$ cat src/sv/bple_pkg.sv
// Shared types, constants and number coding functions of the binary proof line encoder.
`default_nettype none

package bple_pkg;

    localparam int VAL_W      = 63;
    localparam int NUM_W      = 63;
    localparam int GRP_W      = 7;
    localparam int MAX_GROUPS = 9;
    localparam int LEN_W      = 4;
    localparam int QDEPTH     = 4;
    localparam int QPTR_W     = 2;
    localparam int QCNT_W     = 3;

    typedef enum logic [2:0] {
        OP_ADD_ID    = 3'd0,
        OP_LIT       = 3'd1,
        OP_END_LITS  = 3'd2,
        OP_HINT      = 3'd3,
        OP_END_ADD   = 3'd4,
        OP_DEL_START = 3'd5,
        OP_DEL_ID    = 3'd6,
        OP_END_DEL   = 3'd7
    } op_t;

    localparam logic CFG_FRAT     = 1'b0;
    localparam logic CFG_BACKWARD = 1'b1;

    localparam logic [7:0] HDR_ADD   = 8'h61;
    localparam logic [7:0] HDR_HINTS = 8'h6c;
    localparam logic [7:0] HDR_DEL   = 8'h64;
    localparam logic [7:0] TERM_BYTE = 8'h00;

    typedef struct packed {
        logic             pre_vld;
        logic [7:0]       pre_byte;
        logic             num_vld;
        logic [NUM_W-1:0] num;
        logic [LEN_W-1:0] num_len;
        logic             post_vld;
        logic [7:0]       post_byte;
        logic             bwd;
    } bple_desc_t;

    typedef struct packed {
        logic              full;
        logic              empty;
        logic [QCNT_W-1:0] count;
    } bple_qstat_t;

    typedef struct packed {
        logic pop;
        logic load;
    } bple_bctl_t;

    function automatic logic [NUM_W-1:0] signed_map(input logic [VAL_W-1:0] v);
        logic             neg;
        logic [VAL_W-1:0] neg_v;
        logic [NUM_W-2:0] mag;
        neg   = v[VAL_W-1];
        neg_v = ~v + VAL_W'(1);
        if (!neg) begin
            mag = v[NUM_W-2:0];
        end else if (neg_v[VAL_W-1]) begin
            mag = '1;
        end else begin
            mag = neg_v[NUM_W-2:0];
        end
        return {mag, neg};
    endfunction

    function automatic logic [LEN_W-1:0] group_count(input logic [NUM_W-1:0] u);
        logic [LEN_W-1:0] cnt;
        cnt = LEN_W'(1);
        for (int g = 1; g < MAX_GROUPS; g++) begin
            if (u[g*GRP_W +: GRP_W] != '0) begin
                cnt = LEN_W'(g + 1);
            end
        end
        return cnt;
    endfunction

endpackage

`default_nettype wire

$ cat src/sv/bple_front.sv
// Front end: accepts proof tokens and turns each into a byte plan for the back end.
`default_nettype none

module bple_front import bple_pkg::*; (
    input  wire logic        s_tvalid,
    output logic             s_tready,
    input  wire logic [63:0] s_tdata,
    input  wire logic [2:0]  s_tuser,
    input  wire logic        frat_mode,
    input  wire logic        backward_mode,
    input  wire logic        q_full,
    output logic             push,
    output bple_desc_t       desc
);

    logic [VAL_W-1:0] raw;
    logic [NUM_W-1:0] mapped;
    op_t              op;

    assign raw      = s_tdata[VAL_W-1:0];
    assign mapped   = signed_map(raw);
    assign op       = op_t'(s_tuser);
    assign s_tready = !q_full;
    assign push     = s_tvalid && !q_full;

    always_comb begin
        desc           = '0;
        desc.bwd       = backward_mode;
        desc.num       = mapped;
        desc.pre_byte  = TERM_BYTE;
        desc.post_byte = TERM_BYTE;
        case (op)
            OP_ADD_ID: begin
                desc.num_vld = 1'b1;
                desc.num     = frat_mode ? raw : mapped;
                if (backward_mode) begin
                    desc.post_vld  = 1'b1;
                    desc.post_byte = HDR_ADD;
                end else begin
                    desc.pre_vld  = 1'b1;
                    desc.pre_byte = HDR_ADD;
                end
            end
            OP_END_LITS: begin
                if (backward_mode) begin
                    desc.pre_vld   = frat_mode;
                    desc.pre_byte  = HDR_HINTS;
                    desc.post_vld  = 1'b1;
                end else begin
                    desc.pre_vld   = 1'b1;
                    desc.post_vld  = frat_mode;
                    desc.post_byte = HDR_HINTS;
                end
            end
            OP_DEL_START: begin
                desc.pre_vld  = 1'b1;
                desc.pre_byte = HDR_DEL;
            end
            OP_END_ADD, OP_END_DEL: begin
                desc.pre_vld = 1'b1;
            end
            OP_LIT, OP_HINT, OP_DEL_ID: begin
                desc.num_vld = 1'b1;
            end
            default: begin
                desc.pre_vld = 1'b1;
            end
        endcase
        desc.num_len = group_count(desc.num);
    end

endmodule

`default_nettype wire

$ cat src/sv/bple_queue.sv
// Short queue of byte plans between the front end and the back end.
`default_nettype none

module bple_queue import bple_pkg::*; (
    input  wire logic        aclk,
    input  wire logic        aresetn,
    input  wire logic        push,
    input  wire bple_desc_t  wr_desc,
    input  wire logic        pop,
    output bple_desc_t       head,
    output bple_qstat_t      stat
);

    bple_desc_t        mem_reg [QDEPTH];
    logic [QPTR_W-1:0] wr_ptr_reg, wr_ptr_next;
    logic [QPTR_W-1:0] rd_ptr_reg, rd_ptr_next;
    logic [QCNT_W-1:0] count_reg, count_next;
    logic              do_push, do_pop;

    assign stat.count = count_reg;
    assign stat.full  = (count_reg == QCNT_W'(QDEPTH));
    assign stat.empty = (count_reg == '0);
    assign head       = mem_reg[rd_ptr_reg];
    assign do_push    = push && !stat.full;
    assign do_pop     = pop && !stat.empty;

    always_comb begin
        wr_ptr_next = do_push ? wr_ptr_reg + QPTR_W'(1) : wr_ptr_reg;
        rd_ptr_next = do_pop ? rd_ptr_reg + QPTR_W'(1) : rd_ptr_reg;
        count_next  = count_reg;
        if (do_push && !do_pop) begin
            count_next = count_reg + QCNT_W'(1);
        end else if (do_pop && !do_push) begin
            count_next = count_reg - QCNT_W'(1);
        end
    end

    always_ff @(posedge aclk) begin
        if (do_push) begin
            mem_reg[wr_ptr_reg] <= wr_desc;
        end
    end

    always_ff @(posedge aclk) begin
        if (!aresetn) begin
            wr_ptr_reg <= '0;
            rd_ptr_reg <= '0;
            count_reg  <= '0;
        end else begin
            wr_ptr_reg <= wr_ptr_next;
            rd_ptr_reg <= rd_ptr_next;
            count_reg  <= count_next;
        end
    end

endmodule

`default_nettype wire

$ cat src/sv/bple_back.sv
// Back end: walks each byte plan and sends one byte per beat through an output register.
`default_nettype none

module bple_back import bple_pkg::*; (
    input  wire logic        aclk,
    input  wire logic        aresetn,
    input  wire bple_desc_t  head,
    input  wire logic        head_vld,
    output bple_bctl_t       ctl,
    output logic             m_tvalid,
    input  wire logic        m_tready,
    output logic [7:0]       m_tdata,
    output logic             m_tlast
);

    typedef enum logic [2:0] {
        PH_PRE  = 3'b001,
        PH_NUM  = 3'b010,
        PH_POST = 3'b100
    } phase_t;

    phase_t           phase_reg, phase_next, eff;
    logic [LEN_W-1:0] cnt_reg, cnt_next;
    logic             valid_reg, valid_next;
    logic [7:0]       byte_reg, byte_next;
    logic             last_reg, last_next;
    logic [LEN_W-1:0] gi, len_m1;
    logic [GRP_W-1:0] grp;
    logic [7:0]       cur_byte;
    logic             cur_last, advance;

    assign len_m1 = head.num_len - LEN_W'(1);
    assign gi     = head.bwd ? (len_m1 - cnt_reg) : cnt_reg;

    always_comb begin
        case (phase_reg)
            PH_PRE:  eff = head.pre_vld ? PH_PRE : (head.num_vld ? PH_NUM : PH_POST);
            PH_NUM:  eff = head.num_vld ? PH_NUM : PH_POST;
            PH_POST: eff = PH_POST;
            default: eff = PH_PRE;
        endcase
    end

    always_comb begin
        grp = '0;
        for (int g = 0; g < MAX_GROUPS; g++) begin
            if (gi == LEN_W'(g)) begin
                grp = head.num[g*GRP_W +: GRP_W];
            end
        end
    end

    always_comb begin
        case (eff)
            PH_PRE: begin
                cur_byte = head.pre_byte;
                cur_last = !head.num_vld && !head.post_vld;
            end
            PH_NUM: begin
                cur_byte = {gi != len_m1, grp};
                cur_last = (cnt_reg == len_m1) && !head.post_vld;
            end
            PH_POST: begin
                cur_byte = head.post_byte;
                cur_last = 1'b1;
            end
            default: begin
                cur_byte = head.pre_byte;
                cur_last = 1'b1;
            end
        endcase
    end

    assign advance  = head_vld && (!valid_reg || m_tready);
    assign ctl.load = advance;
    assign ctl.pop  = advance && cur_last;

    always_comb begin
        phase_next = phase_reg;
        cnt_next   = cnt_reg;
        valid_next = valid_reg;
        byte_next  = byte_reg;
        last_next  = last_reg;
        if (advance) begin
            valid_next = 1'b1;
            byte_next  = cur_byte;
            last_next  = cur_last;
            if (cur_last) begin
                phase_next = PH_PRE;
                cnt_next   = '0;
            end else begin
                case (eff)
                    PH_PRE: begin
                        phase_next = PH_NUM;
                    end
                    PH_NUM: begin
                        if (cnt_reg == len_m1) begin
                            phase_next = PH_POST;
                            cnt_next   = '0;
                        end else begin
                            cnt_next = cnt_reg + LEN_W'(1);
                        end
                    end
                    default: begin
                        phase_next = PH_PRE;
                        cnt_next   = '0;
                    end
                endcase
            end
        end else if (m_tready) begin
            valid_next = 1'b0;
        end
    end

    always_ff @(posedge aclk) begin
        byte_reg <= byte_next;
        last_reg <= last_next;
    end

    always_ff @(posedge aclk) begin
        if (!aresetn) begin
            phase_reg <= PH_PRE;
            cnt_reg   <= '0;
            valid_reg <= 1'b0;
        end else begin
            phase_reg <= phase_next;
            cnt_reg   <= cnt_next;
            valid_reg <= valid_next;
        end
    end

    assign m_tvalid = valid_reg;
    assign m_tdata  = byte_reg;
    assign m_tlast  = last_reg;

endmodule

`default_nettype wire

$ cat src/sv/binary_proof_line_encoder.sv
// Top level of the binary proof line encoder: config registers, front end, queue and back end.
//
//  Channel  Direction  Handshake            Content
//  s_       in         s_tvalid / s_tready  tdata: value[62:0]; tuser: opcode[2:0]
//  m_       out        m_tvalid / m_tready  tdata: out_byte[7:0]; tlast: last
//  cfg_     in         cfg_valid/cfg_ready  cfg_index selects the register, cfg_data holds it
//
// The output sends one byte per cycle while m_tready is high; a token makes 1 to 10 bytes,
// typically 1 to 4. The front end takes one token per cycle while the four-entry queue has
// room; a token's first byte goes through its queue entry and the output register to m_tdata.
// Reset clears both config registers, empties the queue and drops m_tvalid.
// A stalled output keeps its byte and the queue soaks up up to four more tokens.
`default_nettype none

module binary_proof_line_encoder import bple_pkg::*; (
    input  wire logic        aclk,
    input  wire logic        aresetn,
    input  wire logic        s_tvalid,
    output logic             s_tready,
    input  wire logic [63:0] s_tdata,   // value[62:0], zero in bit 63
    input  wire logic [2:0]  s_tuser,   // opcode[2:0]
    output logic             m_tvalid,
    input  wire logic        m_tready,
    output logic [7:0]       m_tdata,   // out_byte[7:0]
    output logic             m_tlast,
    input  wire logic        cfg_valid,
    output logic             cfg_ready,
    input  wire logic        cfg_index,
    input  wire logic        cfg_data
);

    logic        frat_reg, frat_next;
    logic        bwd_reg, bwd_next;
    logic        push;
    bple_desc_t  desc, head;
    bple_qstat_t qstat;
    bple_bctl_t  bctl;

    assign cfg_ready = 1'b1;

    always_comb begin
        frat_next = frat_reg;
        bwd_next  = bwd_reg;
        if (cfg_valid) begin
            case (cfg_index)
                CFG_FRAT:     frat_next = cfg_data;
                CFG_BACKWARD: bwd_next  = cfg_data;
                default:      frat_next = frat_reg;
            endcase
        end
    end

    always_ff @(posedge aclk) begin
        if (!aresetn) begin
            frat_reg <= 1'b0;
            bwd_reg  <= 1'b0;
        end else begin
            frat_reg <= frat_next;
            bwd_reg  <= bwd_next;
        end
    end

    bple_front u_front (
        .s_tvalid      (s_tvalid),
        .s_tready      (s_tready),
        .s_tdata       (s_tdata),
        .s_tuser       (s_tuser),
        .frat_mode     (frat_reg),
        .backward_mode (bwd_reg),
        .q_full        (qstat.full),
        .push          (push),
        .desc          (desc)
    );

    bple_queue u_queue (
        .aclk    (aclk),
        .aresetn (aresetn),
        .push    (push),
        .wr_desc (desc),
        .pop     (bctl.pop),
        .head    (head),
        .stat    (qstat)
    );

    bple_back u_back (
        .aclk     (aclk),
        .aresetn  (aresetn),
        .head     (head),
        .head_vld (!qstat.empty),
        .ctl      (bctl),
        .m_tvalid (m_tvalid),
        .m_tready (m_tready),
        .m_tdata  (m_tdata),
        .m_tlast  (m_tlast)
    );

    a_count_bound: assert property (@(posedge aclk) disable iff (!aresetn)
        qstat.count <= QCNT_W'(QDEPTH))
        else $error("Queue count exceeds its depth.");

    a_ready_full: assert property (@(posedge aclk) disable iff (!aresetn)
        s_tready == !qstat.full)
        else $error("Input ready disagrees with the queue state.");

    a_pop_load: assert property (@(posedge aclk) disable iff (!aresetn)
        bctl.pop |-> bctl.load && !qstat.empty)
        else $error("Queue entry retired without a byte from it.");

    a_load_shows: assert property (@(posedge aclk) disable iff (!aresetn)
        bctl.load |=> m_tvalid && (m_tlast == $past(bctl.pop)))
        else $error("Loaded byte or its last flag went missing.");

endmodule

`default_nettype wire

$ cat config.mk
export PLATFORM = sky130hd
export DESIGN_NAME = binary_proof_line_encoder
export DESIGN_NICKNAME = d
export VERILOG_FILES = /design/src/sv/bple_pkg.sv /design/src/sv/bple_front.sv /design/src/sv/bple_queue.sv /design/src/sv/bple_back.sv /design/src/sv/binary_proof_line_encoder.sv
export SDC_FILE = /design/constraint.sdc
export NUM_CORES = 1
export LEC_CHECK = 0
export ABC_AREA = 1
export BUFFER_PORTS_ARGS = -buffer_cell sky130_fd_sc_hd__buf_2
export CAP_MARGIN = 25
export CELL_PAD_IN_SITES_DETAIL_PLACEMENT = 1
export CELL_PAD_IN_SITES_GLOBAL_PLACEMENT = 2
export CORE_UTILIZATION = 36
export DETAILED_ROUTE_END_ITERATION = 8
export PLACE_DENSITY_LB_ADDON = 0.1
export SLEW_MARGIN = 20
export SYNTH_ARGS = -nofsm -noshare
export SYNTH_HDL_FRONTEND = slang
export SYNTH_SLANG_ARGS = --single-unit
$ cat constraint.sdc
create_clock -name aclk -period 6 [get_ports aclk]
set_input_delay 1.8 -clock aclk [delete_from_list [all_inputs] [get_ports aclk]]
set_output_delay 1.8 -clock aclk [all_outputs]
set_load 0.005 [all_outputs]
==> run summary, run 1 <==
Outcome: finished, final reports clean
Basic-gate share of the synthesized area counting and, or, nand and nor cells: 0.188
Number of buffer cells added on primary ports: 83
Layout Skew: 0.0127 ns
Part of the Yosys area used for sequential elements: 0.595
Total design power: 7690 uW
Final HPWL DP: 32100 um
Drt initial violations: 659
Worst hold slack: 0.478 ns
Share of the synthesized netlist area taken by xor and xnor gates: 0.0219
Largest cells by area after synthesis: edfxtp_1, nand2_1, nor2_1, o21ai_0, inv_1
H-tree depth: 2
Proportion of synthesized area in mux cells: 0
Compound-Gate Fraction of Synth Area: 0.124
Arithmetic-cell share of the synthesized area counting full adders, half adders and majority gates: 0.0106
Number of clock sinks: 340
Class of the tightest hold or removal check: reg2reg
Critical Path Fanout Max: 7
Average routed wire per standard cell: 19.7 um
Final critical-path required period: 4.71 ns
Placed Area: 17900 um^2
Setup TNS: 0 ns
Synthesized area divided by synthesized cell count: 9.79 um^2
Floorplan die width: 218 um
Tot GR Track Use: 0.202
Overflow after GRT: 0
Pre-antenna DRT Iters: 5
Post-route ant nets: 0
CTS buffer count: 36
Total detailed-routing wirelength: 47600 um
Worst setup path class: in2reg
Final Hold Vio Count: 0
Slew Viols, Final: 0
Cts repair resizes: 0
Number of synthesized flops with an enable pin: 321
Std cell rows: 78
Total DRC errors in the routed layout: 0
Max-cap violation count: 0
Clock latency on the worst-skew pair: 0.53 ns
Post-CTS Hold Buffers: 0
Buffer cell driving the clock tree root: clkbuf_16
Global-route wire length before repair: 73700 um
Layout area overhead: 13.3%
Share of cells above drive strength 1: 0.139
Cells after synthesis: 1719
Fraction of registers with async set or reset after synthesis: 0
Kind of end point of the critical path: register
Library cell with the largest summed area after synthesis: edfxtp_1
Floorplan die area: 47600 um^2
Number of flip-flops in the largest register: 312
RD Place Congestion: 0.739
Via count of the first global-routing pass: 12722
Area fraction of the dominant cell type after synthesis: 0.573
Maximum VDD drop: 0.252 mV
Area inside the core boundary: 45800 um^2
Distinct cells, synth: 58
Clock input transition at the sequential cells of the worst setup and hold paths: 0.06 ns
Transition at the pin with the smallest max-transition slack: 0.995 ns
Worst slew margin: 0.335
FF+latch count, synth: 340
Lkg Pwr: 0.00729 uW
Fmax achieved: 212 MHz
Signal arrival time at the worst endpoint: 4.95 ns
Dominant register cell in the synthesized netlist: edfxtp_1
Net count of the finished layout: 1878
CTS tree: yes
Data required time at the worst endpoint: 6.24 ns
Maximum number of pins on one net before global-route repair: 85
Initial standard-cell utilization of the core: 0.368
Die height: 218 um
Ports placed on the boundary: 86
Setup repair after global routing missed its margin: false
Syn Nets: 1806
Post-CTS Setup Inserts: 0
Clock Path Buffers: 3
Yosys warnings: 0
Post-Layout Inst Area: 19100 um^2
Combinational family with the most area after synthesis: simple AND/OR/NAND/NOR gates
Number of antenna violations at the first check in global routing: 0
Via count: 12390
Kind of start point of the critical path: input port
Avg Vias per Cell: 5.13
Final number of setup-violating endpoints: 0
Final period utilization: 0.785
Pwr/cell area: 403 nW/um^2
Area of the mapped netlist: 16800 um^2
## Yosys cell counts, types with 8 or more instances
cell and instances:
o21ai_1 35, dfxtp_1 19, nor2_4 8, nor2_2 10, o221ai_1 11, nand4_1 13, clkbuf_1 52, nor2_1 249
nand3_1 88, xor2_1 32, edfxtp_1 321, o22ai_1 58, nand2_1 260, inv_2 21, inv_1 156, xnor2_1 10
nand2_2 13, ha_1 11, o21ai_0 175, nor3_1 17, a21oi_1 59, or2_2 8
## cells by family (layout without fill, tap and decap cells)
kind of cell / Yosys count / after routing
flops: 340 / 340
compound gates: 370 / 370
buf+inv: 251 / 348
simple gates: 702 / 702
other cells: 1 / 2
xor+xnor: 42 / 42
fa+ha+maj: 13 / 13
## cell usage in the layout (no fill, tap or decap), drive strengths merged
cell type,count
ha,11
bufinv,3
nor3b,2
a2111o,1
a211oi,1
fa,2
nand3b,5
nor2,268
buf,107
a21o,1
nor4,6
a32o,3
o22ai,58
o221ai,11
a31o,1
a31oi,2
dfxtp,19
nand4,14
nor3,24
edfxtp,321
conb,1
o211ai,3
clkbuf,45
and2,1
xor2,32
o21ai,216
a21oi,62
and3,1
a22oi,6
o21bai,1
inv,179
xnor2,10
nand3,93
clkinv,14
diode,1
o41ai,1
o31ai,2
nand2,279
o2111ai,1
or2,9
## per-layer routing
layer,global-route usage,share of wire,up-vias
li1,-,-,6082
met1,0.282,0.49,6075
met2,0.340,0.47,183
met3,0.0207,0.030,50
met4,0.0415,0.014,0
met5,0,0,-
## layout make-up
class	instances	area (um^2)
Antenna cell	1	2.50
Clock buffer	45	956
Inverter	178	672
Fill cell	5142	26700
Clock inverter	18	168
Multi-Input combinational cell	1128	5840
Sequential cell	340	10000
Tap cell	600	751
Timing Repair Buffer	107	658
## power breakdown
part / internal [uW] / total [uW] / switching (uW)
logic: 718 / 2490 / 1770
clock network: 1260 / 2140 / 877
registers: 2940 / 3060 / 117
## final timing paths
kind / startpoint / endpoint / slack (ns) / cells after the start
worst max-delay path: s_tdata[1] / u_queue.mem_reg[0][11] / 1.29 / 19
worst min-delay path: u_queue.rd_ptr_reg[1] / register / 0.48 / 2
worst max register to register: register / u_back.m_tdata[4] / 1.35 / 17
worst min register to register: u_queue.rd_ptr_reg[1] / register / 0.48 / 2
## worst max-delay path: stages
cell     delay [ns]
buf_2          0.11
inv_2          0.08
ha_1           0.19
nand2_2        0.11
nor2_4         0.15
nand2_1        0.12
nor2_2         0.18
nand3_2        0.15
nor2_4         0.13
nand4_1        0.17
nand2_1        0.14
o21ai_0        0.12
xor2_1         0.17
nand2_1        0.07
o21ai_0        0.15
nand4_1        0.16
nor2_2         0.17
nand2_1        0.25
a21oi_1        0.53
## stage by stage
stage / setup slack, ns / util / std cells
finish: 1.29 / 0.417 / 2417
global route: 0.897 / 0.417 / 2416
CTS: 1.25 / 0.417 / 2416
detailed placement: 0.713 / 0.392 / 2353
global placement: 0.752 / 0.392 / 2353
floorplan: 0.262 / - / 1719
Power figures use the tool's default switching activity.
==> run 2, diff against run 1 <==
clock period = 4.2 ns   (was 6 ns; I/O delays follow)
==> run summary, run 2 (synthesized netlist as in run 1, its figures left out) <==
Setup repair after global routing missed its margin: false (unchanged)
Floorplan die area: 47600 um^2 (unchanged)
Std cell rows: 78 (unchanged)
Final Hold Vio Count: 0 (unchanged)
Slew Viols, Final: 0 (unchanged)
Global-route wire length before repair: 74500 um (was 73700 um)
Final HPWL DP: 32800 um (was 32100 um)
Area inside the core boundary: 45800 um^2 (unchanged)
DP Worst Slack: 0.00622 ns (was 0.713 ns)
Maximum number of pins on one net before global-route repair: 79 (was 85)
Data required time at the worst endpoint: 4.59 ns (was 6.24 ns)
Final number of setup-violating endpoints: 0 (unchanged)
Total detailed-routing wirelength: 48000 um (was 47600 um)
H-tree depth: 2 (unchanged)
Slowest stage cell on the critical path: dfxtp_4 (was a21oi_1)
Number of buffer cells added on primary ports: 83 (unchanged)
Clock latency on the worst-skew pair: 0.53 ns (about the same)
Drt initial violations: 631 (was 659)
Number of clock sinks: 340 (unchanged)
Transition at the pin with the smallest max-transition slack: 0.865 ns (was 0.995 ns)
Most common cell after layout, fill and taps aside: edfxtp_1 (unchanged)
CP cell instances: inv_4 -> nand2_1 -> nand3_1 -> nand2_1 -> ha_1 -> xnor2_1 -> ha_1 -> a21oi_1 -> nand2_1 -> nand3_1 -> nand3_2 -> nand2_4 -> nand2_4 -> nor2_4 -> buf_4 -> a21oi_1 -> nand3_1 -> nand2_1 -> nand3_1 -> nand3_1 -> inv_1 (was buf_2 -> inv_2 -> ha_1 -> nand2_2 -> nor2_4 -> nand2_1 -> nor2_2 -> nand3_2 -> nor2_4 -> nand4_1 -> nand2_1 -> o21ai_0 -> xor2_1 -> nand2_1 -> o21ai_0 -> nand4_1 -> nor2_2 -> nand2_1 -> a21oi_1)
Average routed wire per standard cell: 19.1 um (was 19.7 um)
Category of cells accounting for the largest share of critical-path delay: simple AND/OR/NAND/NOR gates (unchanged)
Diode count: 0 (was 1)
Die height: 218 um (unchanged)
Signal arrival time at the worst endpoint: 4.07 ns (was 4.95 ns)
CP bufs+invs: 3 (was 2)
Crit path largest cell delay: 0.38 ns (was 0.53 ns)
Share of cells above drive strength 1: 0.182 (was 0.139)
Lkg Pwr: 0.00776 uW (was 0.00729 uW)
Buffer cell driving the clock tree root: clkbuf_16 (unchanged)
Kind of start point of the critical path: register (was input port)
Worst setup path class: reg2reg (was in2reg)
Beginning of the worst hold path: u_queue.rd_ptr_reg[1] (unchanged)
Maximum VDD drop: 0.309 mV (was 0.252 mV)
Pre-antenna DRT Iters: 5 (unchanged)
CTS buffer count: 36 (unchanged)
Initial standard-cell utilization of the core: 0.368 (unchanged)
Post-CTS Setup Inserts: 0 (unchanged)
Overflow after GRT: 0 (unchanged)
Net count of the finished layout: 1975 (was 1878)
Clock Path Buffers: 3 (unchanged)
Worst slew margin: 0.423 (was 0.335)
Layout area overhead: 17.9% (was 13.3%)
Most numerous cell on the critical path: nand3_1 (was nand2_1)
Number of fill cells in the layout: 5187 (was 5142)
Final worst setup slack: 0.519 ns (was 1.29 ns)
Layout Skew: 0.0177 ns (was 0.0127 ns)
Via count: 12761 (was 12390)
Total DRC errors in the routed layout: 0 (unchanged)
Number of placed instances, taps included: 2450 (was 2353)
Avg Vias per Cell: 5.07 (was 5.13)
Final critical-path required period: 3.68 ns
Outcome: finished, final reports clean (unchanged)
Fmax achieved: 272 MHz
Most used cells in the layout excluding fill and tap cells: edfxtp_1, nand2_1, nor2_1, o21ai_0, inv_1 (unchanged)
Class of the tightest hold or removal check: reg2reg (unchanged)
Final period utilization: 0.876
CTS tree: yes (unchanged)
RD Place Congestion: 0.767 (was 0.739)
Clock input transition at the sequential cells of the worst setup and hold paths: 0.06 ns (about the same)
Cts repair resizes: 0 (unchanged)
Post-route ant nets: 0 (unchanged)
Ports placed on the boundary: 86 (unchanged)
Post-CTS Hold Buffers: 0 (unchanged)
Pwr/cell area: 560 nW/um^2 (was 403 nW/um^2)
Post-route core utilization: 0.433 (was 0.417)
Number of cells in the finished layout apart from fillers: 2515 (was 2417)
Via count of the first global-routing pass: 12999 (was 12722)
Tot GR Track Use: 0.203 (was 0.202)
Kind of end point of the critical path: register (unchanged)
Number of flip-flops in the largest register: 312 (unchanged)
Number of antenna violations at the first check in global routing: 0 (unchanged)
Floorplan die width: 218 um (unchanged)
Critical Path Fanout Max: 15 (was 7)
Max-cap violation count: 0 (unchanged)
## run 2: power breakdown
part / internal [uW] / switching (uW) / leakage, uW / total [uW]
clock network: 1750 / 1270 / 0.000535 / 3020
registers: 4200 / 108 / 0.00314 / 4310
logic: 1160 / 2610 / 0.00408 / 3770
## run 2: final timing paths
path | slack (ns) | depth (start not counted) | endpoint
worst min register to register | 0.46 | 2 | register
worst max register to register | 0.52 | 21 | u_back.m_tdata[1]
worst min-delay path | 0.46 | 2 | register
worst max-delay path | 0.52 | 21 | u_back.m_tdata[1]
## run 2: layout make-up
cell class	count	area (um^2)	share of cell area
inverter	178	671	0.0338
sequential	340	10000	0.505
timing repair buffer	204	1440	0.0724
multi-input combinational	1128	5840	0.295
tap	600	751	0.0378
clock inverter	19	154	0.00776
clock buffer	46	960	0.0484
## run 2: routing by layer
layer / track usage / part of all wire / vias to the layer above
met1: 0.280 / 0.47 / 6235
met4: 0.0459 / 0.015 / 0
met5: 0 / 0 / -
met3: 0.0219 / 0.035 / 46
li1: - / - / 6276
met2: 0.344 / 0.48 / 204
## run 2: worst register-to-register path, stage by stage, from the launching register on
cell     delay, ns
dfxtp_4       0.38
inv_4         0.16
nand2_1       0.07
nand3_1       0.07
nand2_1       0.17
ha_1          0.26
xnor2_1       0.26
ha_1          0.33
a21oi_1       0.16
nand2_1       0.08
nand3_1       0.10
nand3_2       0.09
nand2_4       0.16
nand2_4       0.12
nor2_4        0.34
buf_4         0.20
a21oi_1       0.04
nand3_1       0.13
nand2_1       0.10
nand3_1       0.17
nand3_1       0.11
inv_1         0.08
## run 2: metrics by stage
stage	TNS (ns)	hold WS [ns]	area (um^2)	total power [uW]
CTS	0	0.467	19800	11300
global route	0	0.496	19800	11800
detailed placement	0	0.457	18700	8240
global placement	0	0.450	18700	8160
finish	0	0.465	19800	11100
floorplan	-311.35	0.442	16800	6780
